<file path="config.mk">
export PLATFORM = sky130hd
export DESIGN_NAME = csc_gain
export DESIGN_NICKNAME = d
export VERILOG_FILES = /design/src/sv/csc_pkg.sv /design/src/sv/csc_gain.sv
export SDC_FILE = /design/constraint.sdc
export NUM_CORES = 1
export LEC_CHECK = 0
export BUFFER_PORTS_ARGS = -buffer_cell sky130_fd_sc_hd__clkbuf_2
export CAP_MARGIN = 20
export CORE_MARGIN = 3
export CORE_UTILIZATION = 30
export DETAILED_ROUTE_END_ITERATION = 8
export SLEW_MARGIN = 20
export SYNTH_ARGS = -nofsm -noshare
export SYNTH_HDL_FRONTEND = slang
export SYNTH_SLANG_ARGS = --single-unit
export TNS_END_PERCENT = 50
</file>
<file path="constraint.sdc">
create_clock -name clock -period 8.01 [get_ports clock]
set_clock_uncertainty 0.05 [all_clocks]
set_input_delay 1.602 -clock clock [delete_from_list [all_inputs] [get_ports clock]]
set_output_delay 1.602 -clock clock [all_outputs]
set_load 0.02 [all_outputs]
</file>
<file path="src/sv/csc_pkg.sv">
package csc_pkg;

   localparam int StepCount  = 16;
   localparam int AtanCount  = 18;
   localparam int StepW      = $clog2(AtanCount);
   localparam int AngleW     = 28;
   localparam int ValueW     = 20;
   localparam int FracW      = 18;

   typedef logic [StepW-1:0] step_type;

   typedef struct packed {
      logic signed [ValueW-1:0] x;
      logic signed [ValueW-1:0] y;
      logic signed [AngleW-1:0] z;
   } vec_type;

   // floor(atan(2^-i) * 2^26)
   localparam logic signed [AngleW-1:0] AtanTable [AtanCount] = '{
      28'sd52707178, 28'sd31114864, 28'sd16440239, 28'sd8345322,
      28'sd4188855,  28'sd2096469,  28'sd1048490,  28'sd524277,
      28'sd262142,   28'sd131071,   28'sd65535,    28'sd32767,
      28'sd16383,    28'sd8191,     28'sd4095,     28'sd2047,
      28'sd1023,     28'sd511
   };

   localparam logic signed [ValueW-1:0] XStart = ValueW'(1 << FracW);

   // K^2 with 60 fraction bits after n steps: each step scales by 1/(1 + 4^-i), rounded up
   localparam logic [63:0] GainSq0  = 64'd1 << 60;
   localparam logic [63:0] GainSq1  = GainSq0  - GainSq0  / ((64'd1 << 0)  + 64'd1);
   localparam logic [63:0] GainSq2  = GainSq1  - GainSq1  / ((64'd1 << 2)  + 64'd1);
   localparam logic [63:0] GainSq3  = GainSq2  - GainSq2  / ((64'd1 << 4)  + 64'd1);
   localparam logic [63:0] GainSq4  = GainSq3  - GainSq3  / ((64'd1 << 6)  + 64'd1);
   localparam logic [63:0] GainSq5  = GainSq4  - GainSq4  / ((64'd1 << 8)  + 64'd1);
   localparam logic [63:0] GainSq6  = GainSq5  - GainSq5  / ((64'd1 << 10) + 64'd1);
   localparam logic [63:0] GainSq7  = GainSq6  - GainSq6  / ((64'd1 << 12) + 64'd1);
   localparam logic [63:0] GainSq8  = GainSq7  - GainSq7  / ((64'd1 << 14) + 64'd1);
   localparam logic [63:0] GainSq9  = GainSq8  - GainSq8  / ((64'd1 << 16) + 64'd1);
   localparam logic [63:0] GainSq10 = GainSq9  - GainSq9  / ((64'd1 << 18) + 64'd1);
   localparam logic [63:0] GainSq11 = GainSq10 - GainSq10 / ((64'd1 << 20) + 64'd1);
   localparam logic [63:0] GainSq12 = GainSq11 - GainSq11 / ((64'd1 << 22) + 64'd1);
   localparam logic [63:0] GainSq13 = GainSq12 - GainSq12 / ((64'd1 << 24) + 64'd1);
   localparam logic [63:0] GainSq14 = GainSq13 - GainSq13 / ((64'd1 << 26) + 64'd1);
   localparam logic [63:0] GainSq15 = GainSq14 - GainSq14 / ((64'd1 << 28) + 64'd1);
   localparam logic [63:0] GainSq16 = GainSq15 - GainSq15 / ((64'd1 << 30) + 64'd1);
   localparam logic [63:0] GainSq17 = GainSq16 - GainSq16 / ((64'd1 << 32) + 64'd1);
   localparam logic [63:0] GainSq18 = GainSq17 - GainSq17 / ((64'd1 << 34) + 64'd1);

   localparam logic [63:0] GainSqTable [AtanCount+1] = '{
      GainSq0,  GainSq1,  GainSq2,  GainSq3,  GainSq4,  GainSq5,  GainSq6,
      GainSq7,  GainSq8,  GainSq9,  GainSq10, GainSq11, GainSq12, GainSq13,
      GainSq14, GainSq15, GainSq16, GainSq17, GainSq18
   };

   // floor(K * 2^18) by integer square root of K^2 * 2^36, evaluated at elaboration
   function automatic logic [ValueW-1:0] gain_k(logic [63:0] ksq);
      logic [63:0] v;
      logic [63:0] r;
      logic [63:0] c;
      v = ksq >> 24;
      r = '0;
      for (int b = ValueW - 1; b >= 0; b--) begin
         c = r | (64'd1 << b);
         if (c * c <= v) begin
            r = c;
         end
      end
      return r[ValueW-1:0];
   endfunction

   localparam logic [ValueW-1:0] GainK = gain_k(GainSqTable[StepCount]);

endpackage

</file>
<file path="src/sv/csc_gain.sv">
module csc_gain
   import csc_pkg::*;
(
   input  logic                     clock,
   input  logic                     reset,
   input  logic                     in_valid,
   output logic                     in_ready,
   input  vec_type                  in_vec,
   output logic                     out_valid,
   input  logic                     out_ready,
   output logic signed [ValueW-1:0] cos_value,
   output logic signed [ValueW-1:0] sin_value
);

   localparam int ProdW = 2 * ValueW;

   logic                     valid_ff, valid_in;
   logic signed [ValueW-1:0] cos_ff, sin_ff;
   logic signed [ProdW-1:0]  prod_x, prod_y;
   logic signed [ValueW-1:0] k_s;

   assign k_s    = $signed(GainK);
   assign prod_x = ProdW'(in_vec.x) * ProdW'(k_s);
   assign prod_y = ProdW'(in_vec.y) * ProdW'(k_s);

   assign in_ready = !valid_ff || out_ready;
   assign valid_in = in_ready ? in_valid : valid_ff;

   always_ff @(posedge clock) begin
      if (reset) begin
         valid_ff <= 1'b0;
      end else begin
         valid_ff <= valid_in;
      end
   end

   // drop the 18 fraction bits of K: floor by arithmetic truncation
   always_ff @(posedge clock) begin
      if (in_valid && in_ready) begin
         cos_ff <= prod_x[FracW+ValueW-1:FracW];
         sin_ff <= prod_y[FracW+ValueW-1:FracW];
      end
   end

   assign out_valid = valid_ff;
   assign cos_value = cos_ff;
   assign sin_value = sin_ff;

endmodule

</file>
==> impl_metrics.env <==
export IMPL_grt_max_degree=41
export IMPL_synth_flop_cell="edfxtp_1"
export IMPL_clk_pin_slew_worst_paths_ps=80
export IMPL_rsz0062_at_grt="false"
export IMPL_path_class="in -> reg"
export IMPL_ys_seq_elements=41
export IMPL_syn_inst=1587
export IMPL_fin_crit_sh_pct=91.6
export IMPL_cts_buffers=5
export IMPL_nFillCells=5370
export IMPL_post_cts_setup_buffers=0
export IMPL_hold_violations=0
export IMPL_viasPerCell=4.39
export IMPL_n_antenna_cell=0
export IMPL_avgSynthCellArea_sq_um=10.1
export IMPL_synth_distinct_cells=52
export IMPL_dp_slack_ps=314
export IMPL_routed_via_count=10400
export IMPL_synth_seq_area_share_pct=7.60
export IMPL_synth_nets=2310
export IMPL_status="completed"
export IMPL_area_growth_pct=9.42
export IMPL_ioPinCount=114
export IMPL_worst_slew_pin_slew_ps=641
export IMPL_drtPass1Iterations=4
export IMPL_stdcell_count=2377
export IMPL_final_layout_size_suffix_gt1_share_pct=6.87
export IMPL_drc=0
export IMPL_drv_cap=0
export IMPL_crit_arrival_ps=7340
export IMPL_synth_area_leaders="fa_1 41%, ha_1 25%, inv_1 14%, edfxtp_1 7.5%, xnor2_1 2.6%"
export IMPL_slowest_delay_ps=540
export IMPL_place_inst=2369
export IMPL_critical_path_slowest_cell="fa_1"
export IMPL_die_w_microns=237
export IMPL_start_kind="input port"
export IMPL_synth_cells_most_frequent="578 x inv_1, 326 x ha_1, 325 x fa_1"
export IMPL_grt_usage_pct=13.5
export IMPL_hold_path_class="reg -> reg"
export IMPL_yosysMostFrequentCell="inv_1"
export IMPL_grt_pass1_wl_microns=60500
export IMPL_slew_headroom_pct=56.9
export IMPL_drt_iter0_drc=370
export IMPL_grt_pass1_vias=11900
export IMPL_crit_fanout=7
export IMPL_tritoncts="yes"
export IMPL_clk_path_buf_depth=2
export IMPL_setup_viol=0
export IMPL_timing_setup_tns_ps=0
export IMPL_period_needed_ps=7340
export IMPL_dp_hpwl_microns=32800
export IMPL_wl_microns=35900
export IMPL_drv_slew=0
export IMPL_yosys_warnings=0
export IMPL_critPathTopFamily="adder cells"
export IMPL_critPathBufInv=6
export IMPL_ant_nets=0
export IMPL_core_area_sq_um=52800
export IMPL_clock_latency_ps=310
export IMPL_start_util_pct=30.4
export IMPL_synth_top_area_share_pct=40.5
export IMPL_synth_edf_count=40
export IMPL_rows=84
export IMPL_synthArstFlopShare_pct=0
export IMPL_design_die_area_sq_um=56300
export IMPL_post_cts_resize_count=0
export IMPL_antenna_found_initial=0
export IMPL_cts_max_level=2
export IMPL_cp_end_kind="flop"
export IMPL_fin_ws_ps=674
export IMPL_clockRootBuffer="clkbuf_16"
export IMPL_post_dp_cell_area_sq_um=17400
export IMPL_wl_per_cell_microns=15.1
export IMPL_grt_overflow_total=0
export IMPL_place_gp_congestion=0.909
export IMPL_max_clock_freq_ghz=0.136
export IMPL_port_buffers=85
export IMPL_crit_required_ps=8020
export IMPL_final_area_sq_um=17600
export IMPL_syn_area_sq_um=16100
export IMPL_final_nets=2411
export IMPL_die_y_microns=237
export IMPL_crit_top_cell="fa_1"
export IMPL_cts_hold_buffers=0
export IMPL_cp_cell_sequence="clkbuf_2 > ha_1 > inv_1 > fa_1 > fa_1 > fa_1 > inv_1 > fa_1 > inv_1 > fa_1 > inv_1 > ha_1 > a21oi_1 > o21ai_0 > nor3b_1 > a211oi_1 > buf_4 > a211o_2 > and3_4 > o311a_2 > o21bai_1 > xnor2_1"
export IMPL_clock_sinks=41
export IMPL_yosysTopAreaCell="fa_1"
-- flip-flops by register name, indices dropped and copies added, names as in the netlist --
signal	count
cos_value	20
sin_value	20
out_valid	1
-- per-layer routing --
layer / up-vias / wire [microns] / GRT usage (%)
li1: 4985 / - / -
met1: 5243 / 15500 / 17.9
met2: 170 / 18500 / 24.5
met3: 37 / 1140 / 0.534
met4: 0 / 750 / 3.45
met5: - / 0 / 0
-- placed cells by master, fill, tap and decap left out, types with 2 or more instances in the layout --
cell type,count
nand4_1,5
edfxtp_1,40
o21bai_1,7
a21oi_1,34
fa_1,325
o21a_1,8
ha_1,326
clkbuf_16,5
mux2i_1,2
nand2_1,27
nor3b_1,2
o2111ai_1,2
a21boi_0,3
xnor2_1,48
xor2_1,23
nand3_1,6
a22oi_1,2
and2_1,5
a21o_1,18
and3_1,5
clkbuf_2,85
o31ai_1,3
a31o_2,2
buf_4,11
a211oi_1,5
nor2b_1,7
and4_1,2
a2111oi_0,2
nor2_1,32
nor3_1,14
o21ai_0,23
inv_1,578
a221oi_1,3
a31oi_1,2
nand2b_1,4
-- cell families after synthesis --
group | synth area share, %
XOR/XNOR | 3.87
flip-flops | 7.60
AND/OR/NAND/NOR | 3.52
buffers and inverters | 13.6
AO/OA/AOI/OAI | 5.40
adder cells (fa/ha/maj) | 65.9
multiplexers | 0.125
-- cell type report --
cell class | instances | area [sq um] | share of cell area, %
well taps | 688 | 861 | 4.90
clock buffers | 5 | 125 | 0.712
inverters | 578 | 2170 | 12.3
clock inverters | 3 | 25.0 | 0.142
flip-flops and latches | 41 | 1220 | 6.95
multi-input cells | 966 | 12700 | 72.1
repair buffers | 96 | 508 | 2.89
-- worst paths after layout --
check	slack, ps	to	start	cells after the start
worst max-delay path	670	cos_value[19]	in_vec[54]	22
worst min-delay path	480	out_valid	out_valid	2
worst max register to register	6500	sin_value[9]	out_valid	3
worst min register to register	480	out_valid	out_valid	2
-- through the flow --
step,util [%],hold WS [ps]
finish,33.3,477
detailed placement,33.0,463
global placement,33.0,443
floorplan,-,679
CTS,33.3,479
global route,33.3,505
-- tightest hold or removal path: stages (launching register included) --
cell and delay, ps:
dfxtp_1 320, nand2b_1 100, a21oi_1 70
Power is left out: the tool's default activity adds up to more than one toggle a clock period on the data nets, which glitch-free logic cannot reach.
