==> src/sv/csc_pkg.sv <==
package csc_pkg;

   localparam int StepCount  = 16;
   localparam int AtanCount  = 18;
   localparam int StepW      = $clog2(AtanCount);
   localparam int AngleW     = 28;
   localparam int ValueW     = 20;
   localparam int FracW      = 18;

   typedef logic [StepW-1:0] step_type;

   typedef struct packed {
      logic signed [ValueW-1:0] x;
      logic signed [ValueW-1:0] y;
      logic signed [AngleW-1:0] z;
   } vec_type;

   // floor(atan(2^-i) * 2^26)
   localparam logic signed [AngleW-1:0] AtanTable [AtanCount] = '{
      28'sd52707178, 28'sd31114864, 28'sd16440239, 28'sd8345322,
      28'sd4188855,  28'sd2096469,  28'sd1048490,  28'sd524277,
      28'sd262142,   28'sd131071,   28'sd65535,    28'sd32767,
      28'sd16383,    28'sd8191,     28'sd4095,     28'sd2047,
      28'sd1023,     28'sd511
   };

   localparam logic signed [ValueW-1:0] XStart = ValueW'(1 << FracW);

   // K^2 with 60 fraction bits after n steps: each step scales by 1/(1 + 4^-i), rounded up
   localparam logic [63:0] GainSq0  = 64'd1 << 60;
   localparam logic [63:0] GainSq1  = GainSq0  - GainSq0  / ((64'd1 << 0)  + 64'd1);
   localparam logic [63:0] GainSq2  = GainSq1  - GainSq1  / ((64'd1 << 2)  + 64'd1);
   localparam logic [63:0] GainSq3  = GainSq2  - GainSq2  / ((64'd1 << 4)  + 64'd1);
   localparam logic [63:0] GainSq4  = GainSq3  - GainSq3  / ((64'd1 << 6)  + 64'd1);
   localparam logic [63:0] GainSq5  = GainSq4  - GainSq4  / ((64'd1 << 8)  + 64'd1);
   localparam logic [63:0] GainSq6  = GainSq5  - GainSq5  / ((64'd1 << 10) + 64'd1);
   localparam logic [63:0] GainSq7  = GainSq6  - GainSq6  / ((64'd1 << 12) + 64'd1);
   localparam logic [63:0] GainSq8  = GainSq7  - GainSq7  / ((64'd1 << 14) + 64'd1);
   localparam logic [63:0] GainSq9  = GainSq8  - GainSq8  / ((64'd1 << 16) + 64'd1);
   localparam logic [63:0] GainSq10 = GainSq9  - GainSq9  / ((64'd1 << 18) + 64'd1);
   localparam logic [63:0] GainSq11 = GainSq10 - GainSq10 / ((64'd1 << 20) + 64'd1);
   localparam logic [63:0] GainSq12 = GainSq11 - GainSq11 / ((64'd1 << 22) + 64'd1);
   localparam logic [63:0] GainSq13 = GainSq12 - GainSq12 / ((64'd1 << 24) + 64'd1);
   localparam logic [63:0] GainSq14 = GainSq13 - GainSq13 / ((64'd1 << 26) + 64'd1);
   localparam logic [63:0] GainSq15 = GainSq14 - GainSq14 / ((64'd1 << 28) + 64'd1);
   localparam logic [63:0] GainSq16 = GainSq15 - GainSq15 / ((64'd1 << 30) + 64'd1);
   localparam logic [63:0] GainSq17 = GainSq16 - GainSq16 / ((64'd1 << 32) + 64'd1);
   localparam logic [63:0] GainSq18 = GainSq17 - GainSq17 / ((64'd1 << 34) + 64'd1);

   localparam logic [63:0] GainSqTable [AtanCount+1] = '{
      GainSq0,  GainSq1,  GainSq2,  GainSq3,  GainSq4,  GainSq5,  GainSq6,
      GainSq7,  GainSq8,  GainSq9,  GainSq10, GainSq11, GainSq12, GainSq13,
      GainSq14, GainSq15, GainSq16, GainSq17, GainSq18
   };

   // floor(K * 2^18) by integer square root of K^2 * 2^36, evaluated at elaboration
   function automatic logic [ValueW-1:0] gain_k(logic [63:0] ksq);
      logic [63:0] v;
      logic [63:0] r;
      logic [63:0] c;
      v = ksq >> 24;
      r = '0;
      for (int b = ValueW - 1; b >= 0; b--) begin
         c = r | (64'd1 << b);
         if (c * c <= v) begin
            r = c;
         end
      end
      return r[ValueW-1:0];
   endfunction

   localparam logic [ValueW-1:0] GainK = gain_k(GainSqTable[StepCount]);

endpackage

==> src/sv/csc_stage.sv <==
module csc_stage
   import csc_pkg::*;
(
   input  logic     clock,
   input  logic     reset,
   input  step_type step,
   input  logic     in_valid,
   output logic     in_ready,
   input  vec_type  in_vec,
   output logic     out_valid,
   input  logic     out_ready,
   output vec_type  out_vec
);

   logic    valid_ff, valid_in;
   vec_type vec_ff, vec_in;

   logic signed [ValueW:0]   ext_x, ext_y, neg_x, neg_y, sh_x, sh_y;
   logic signed [AngleW-1:0] atan_val;
   logic                     z_pos;

   always_comb begin
      z_pos    = !in_vec.z[AngleW-1];
      atan_val = AtanTable[step];
      ext_x    = {in_vec.x[ValueW-1], in_vec.x};
      ext_y    = {in_vec.y[ValueW-1], in_vec.y};
      neg_x    = -ext_x;
      neg_y    = -ext_y;
      sh_x     = z_pos ? (ext_x >>> step) : (neg_x >>> step);
      sh_y     = z_pos ? (ext_y >>> step) : (neg_y >>> step);
      vec_in.x = in_vec.x - sh_y[ValueW-1:0];
      vec_in.y = in_vec.y + sh_x[ValueW-1:0];
      // floor of z -/+ atan: table holds floored values, so subtract one more
      vec_in.z = z_pos ? (in_vec.z - atan_val - AngleW'(1)) : (in_vec.z + atan_val);
   end

   assign in_ready = !valid_ff || out_ready;
   assign valid_in = in_ready ? in_valid : valid_ff;

   always_ff @(posedge clock) begin
      if (reset) begin
         valid_ff <= 1'b0;
      end else begin
         valid_ff <= valid_in;
      end
   end

   always_ff @(posedge clock) begin
      if (in_valid && in_ready) begin
         vec_ff <= vec_in;
      end
   end

   assign out_valid = valid_ff;
   assign out_vec   = vec_ff;

endmodule

==> config.mk <==
export PLATFORM = sky130hd
export DESIGN_NAME = csc_stage
export DESIGN_NICKNAME = d
export VERILOG_FILES = /design/src/sv/csc_pkg.sv /design/src/sv/csc_stage.sv
export SDC_FILE = /design/constraint.sdc
export NUM_CORES = 1
export LEC_CHECK = 0
export ABC_AREA = 1
export BUFFER_PORTS_ARGS = -buffer_cell sky130_fd_sc_hd__buf_2
export CORE_UTILIZATION = 40
export CTS_CLUSTER_SIZE = 10
export DETAILED_ROUTE_END_ITERATION = 8
export PLACE_DENSITY = 0.71
export SYNTH_ARGS = -nofsm -noshare
export SYNTH_HDL_FRONTEND = slang
export SYNTH_SLANG_ARGS = --single-unit
==> constraint.sdc <==
create_clock -name clock -period 10.2 [get_ports clock]
set_clock_uncertainty 0.1 [all_clocks]
set_input_delay 0.51 -clock clock [delete_from_list [all_inputs] [get_ports clock]]
set_output_delay 0.51 -clock clock [all_outputs]
set_load 0.03 [all_outputs]
==> results.md <==
- Max Clk Rate: approximately 210 MHz
- DP Wirelength: around 27000 um
- Yosys cell types: 56
- Fill cell count: 2642
- H-tree levels: 3
- Yosys warning total: 0
- Worst slew margin: 0.319
- Critical Path RT: about 10 ns
- I/O pins: 147
- Placeable Area: around 25000 um^2
- PD cells: around 120 nW/um^2
- HP Class: in2reg
- DR WL/cell: roughly 16 um
- Post-Synthesis Cells: between 1500 and 2000
- Clk_lat worst skew: between 0.3 and 0.4 ns
- Post-synthesis register bit count: 69
- Maximum fanout along the worst path: 32
- Fin crit period: roughly 4.8 ns
- Post-synthesis sequential area ratio: 0.199
- Total GRT Usage: 0.250
- Status: finished clean
- Worst-path clk slew: around 0.060 ns
- Clock Tree Buf Depth: 2
- Area of the multi-input gates: approximately 7300 um^2
- Slew Limit Fails: 0
- RSZ-0062 raised after global routing: false
- Routability cong.: a little under 1
- Starting DRT DRC Count: ~1200
- Root buffer cell: clkbuf_16
- Layout Nets: roughly 1900
- Crit path capture type: register
- Post-synth top flop: edfxtp_1
- Hold Crit Depth: 2
- DRT antenna net count: 0
- Routed vias: between 10000 and 15000
- Die Wd: roughly 160 um
- DRC viols: 0
- Type of the worst setup path: in2reg
- R2R Path End: out_vec[47]
- Cell Area, Synth: between 10000 and 15000 um^2
- Worst reg2reg startpoint: out_valid
- Setup tns final: 0 ns
- Syn Nets: 1803
- Layout cell share with drive strength beyond 1: 0.129
- Final Core Density: 0.457
- Setup ws final: 5.42 ns
- Reg2reg path depth: 2
- Worst-Margin Slew: approximately 1 ns
- Final Hold Fails: 0
- Die area: around 27000 um^2
- Pin count of the biggest net entering global routing: 69
- Highest-count cells in the layout ignoring fill and taps: nand2_1 (424), inv_1 (185), nor2_1 (149), nand3_1 (146), buf_2 (146)
- Initial Util: 0.409
- Total grt overflow: 0
- Worst Hold Path EP: out_valid
- Syn-to-layout area delta: 11.6%
- Max Cap Viol: 0
- Die Ht: roughly 160 um
- Drt pass-1 iters: 7
- Peak supply drop: 93.2 uV
- HP Start: reset
- Worst setup SP type: primary input
- Final setup fails: 0
- Clock Sink Count: 69
- Rows: 58
- Drt total wl: about 33000 um
- Num CTS Buffers: 9
- Post-synth EDFFs: 68
- Initial antenna violation count: 1
- # Post-CTS Setup Buffers: 0
- Leakage power: around 5.7 nW
- First-pass GRT wire length: roughly 52000 um
- Most common cell after layout, fill and taps aside: nand2_1
- CTS tree: built
- Drt via density: ~5.4
- Async S/R FF share, synth: 0
- Worst EP arrival: 4.76 ns
- Hold buffer count at cts: 0
- Final worst-path cycle share: 0.469
- Number of global-route vias before repair: 10180
- Syn Area/Cell: 6.37 um^2
- Setup slack, reg-to-reg: ~8.5 ns
- Post-Place Worst Slack: 5.20 ns
- Post-CTS Resized: 0
- Register area: between 2000 and 2500 um^2
- I/O Buffers: 146
where the power goes:
part           leakage, nW  internal [mW]  switching (mW)
Sequential           0.667          0.382          0.0108
Clock                0.130          0.186           0.131
Combinational         4.95          0.225           0.490
area by class of cell:
cell class | count | area share
multi-input combinational | 1300 | 0.630
clock buffer | 10 | 0.0198
tap | 330 | 0.0357
inverter | 196 | 0.0636
timing repair buffer | 153 | 0.0677
antenna | 2 | 0.000433
sequential | 69 | 0.178
clock inverter | 5 | 0.00454
synthesized netlist by cell type, drive strengths merged, types with 3 or more instances:
cell,n,area share
nand2,441,0.16
inv,192,0.070
nor2,159,0.062
nand3,153,0.077
o21ai,122,0.061
a21oi,116,0.057
ha,97,0.12
edfxtp,68,0.20
xor2,67,0.057
buf,33,0.018
clkbuf,27,0.0098
xnor2,19,0.017
nor3,17,0.0093
nand4,13,0.0079
or2,12,0.0075
o211ai,11,0.0080
a21o,9,0.0065
a31oi,9,0.0054
nor4,7,0.0048
a21boi,6,0.0043
o21a,6,0.0043
o21bai,5,0.0036
o22ai,5,0.0030
o31ai,5,0.0036
clkinv,4,0.0014
fa,4,0.0077
mux2i,3,0.0029
sequential cells by signal (all words and copies together), names as in the netlist:
name       flops
out_valid      1
out_vec       68
critical path, cell delays in order:
cell and delay, ns:
buf_2 0.49, inv_1 0.64, nor2_1 0.57, inv_1 0.09, o22ai_1 0.29, inv_1 0.08
ha_1 0.40, inv_1 0.15, o21bai_1 0.12, a31oi_1 0.27, nand2_1 0.09, a21oi_1 0.40
o21ai_2 0.14, a21oi_1 0.18, o21ai_0 0.12, xor2_1 0.20
kinds of logic (layout without fill, tap and decap cells):
logic type / count (synthesis) / in the layout / share of synthesized area
and+or+nand+nor: 807 / 807 / 0.336
AOI/OAI and AO/OA: 303 / 303 / 0.164
buffers and inverters: 256 / 364 / 0.0989
adders and majority gates: 101 / 101 / 0.125
xor gates and xnor gates: 86 / 86 / 0.0734
DFF: 69 / 69 / 0.199
muxes: 3 / 3 / 0.00290
other: 0 / 2 / 0
metal layers:
layer  vias to the layer above  track usage  wire [um]
met5                         -            0          0
met4                         0       0.0862        890
met3                        60       0.0392       2370
met2                       444        0.413      15500
met1                      5093        0.328      14600
li1                       5575            -          -
worst max-delay path by stage:
stage / startpoint / to / slack (ns) / depth (start not counted)
after global routing: step[2] / out_vec[42] / 5.05 / 18
after global placement: step[2] / out_vec[17] / 5.24 / 16
after detailed placement: step[2] / out_vec[17] / 5.20 / 16
after floorplan: in_valid / out_vec[0] / 5.73 / 2
final: step[2] / out_vec[17] / 5.42 / 16
after CTS: step[2] / out_vec[17] / 5.56 / 16
per-stage QoR:
stage / area (um^2) / total power, mW / std cells / hold slack [ns]
after floorplan: 10400 / 0.917 / 1625 / 0.479
after global placement: 11300 / 1.10 / 2048 / 0.411
after detailed placement: 11300 / 1.10 / 2048 / 0.430
after CTS: 11600 / 1.43 / 2063 / 0.204
after global routing: 11600 / 1.52 / 2064 / 0.219
final: 11600 / 1.43 / 2065 / 0.210
Power figures use the tool's default switching activity.
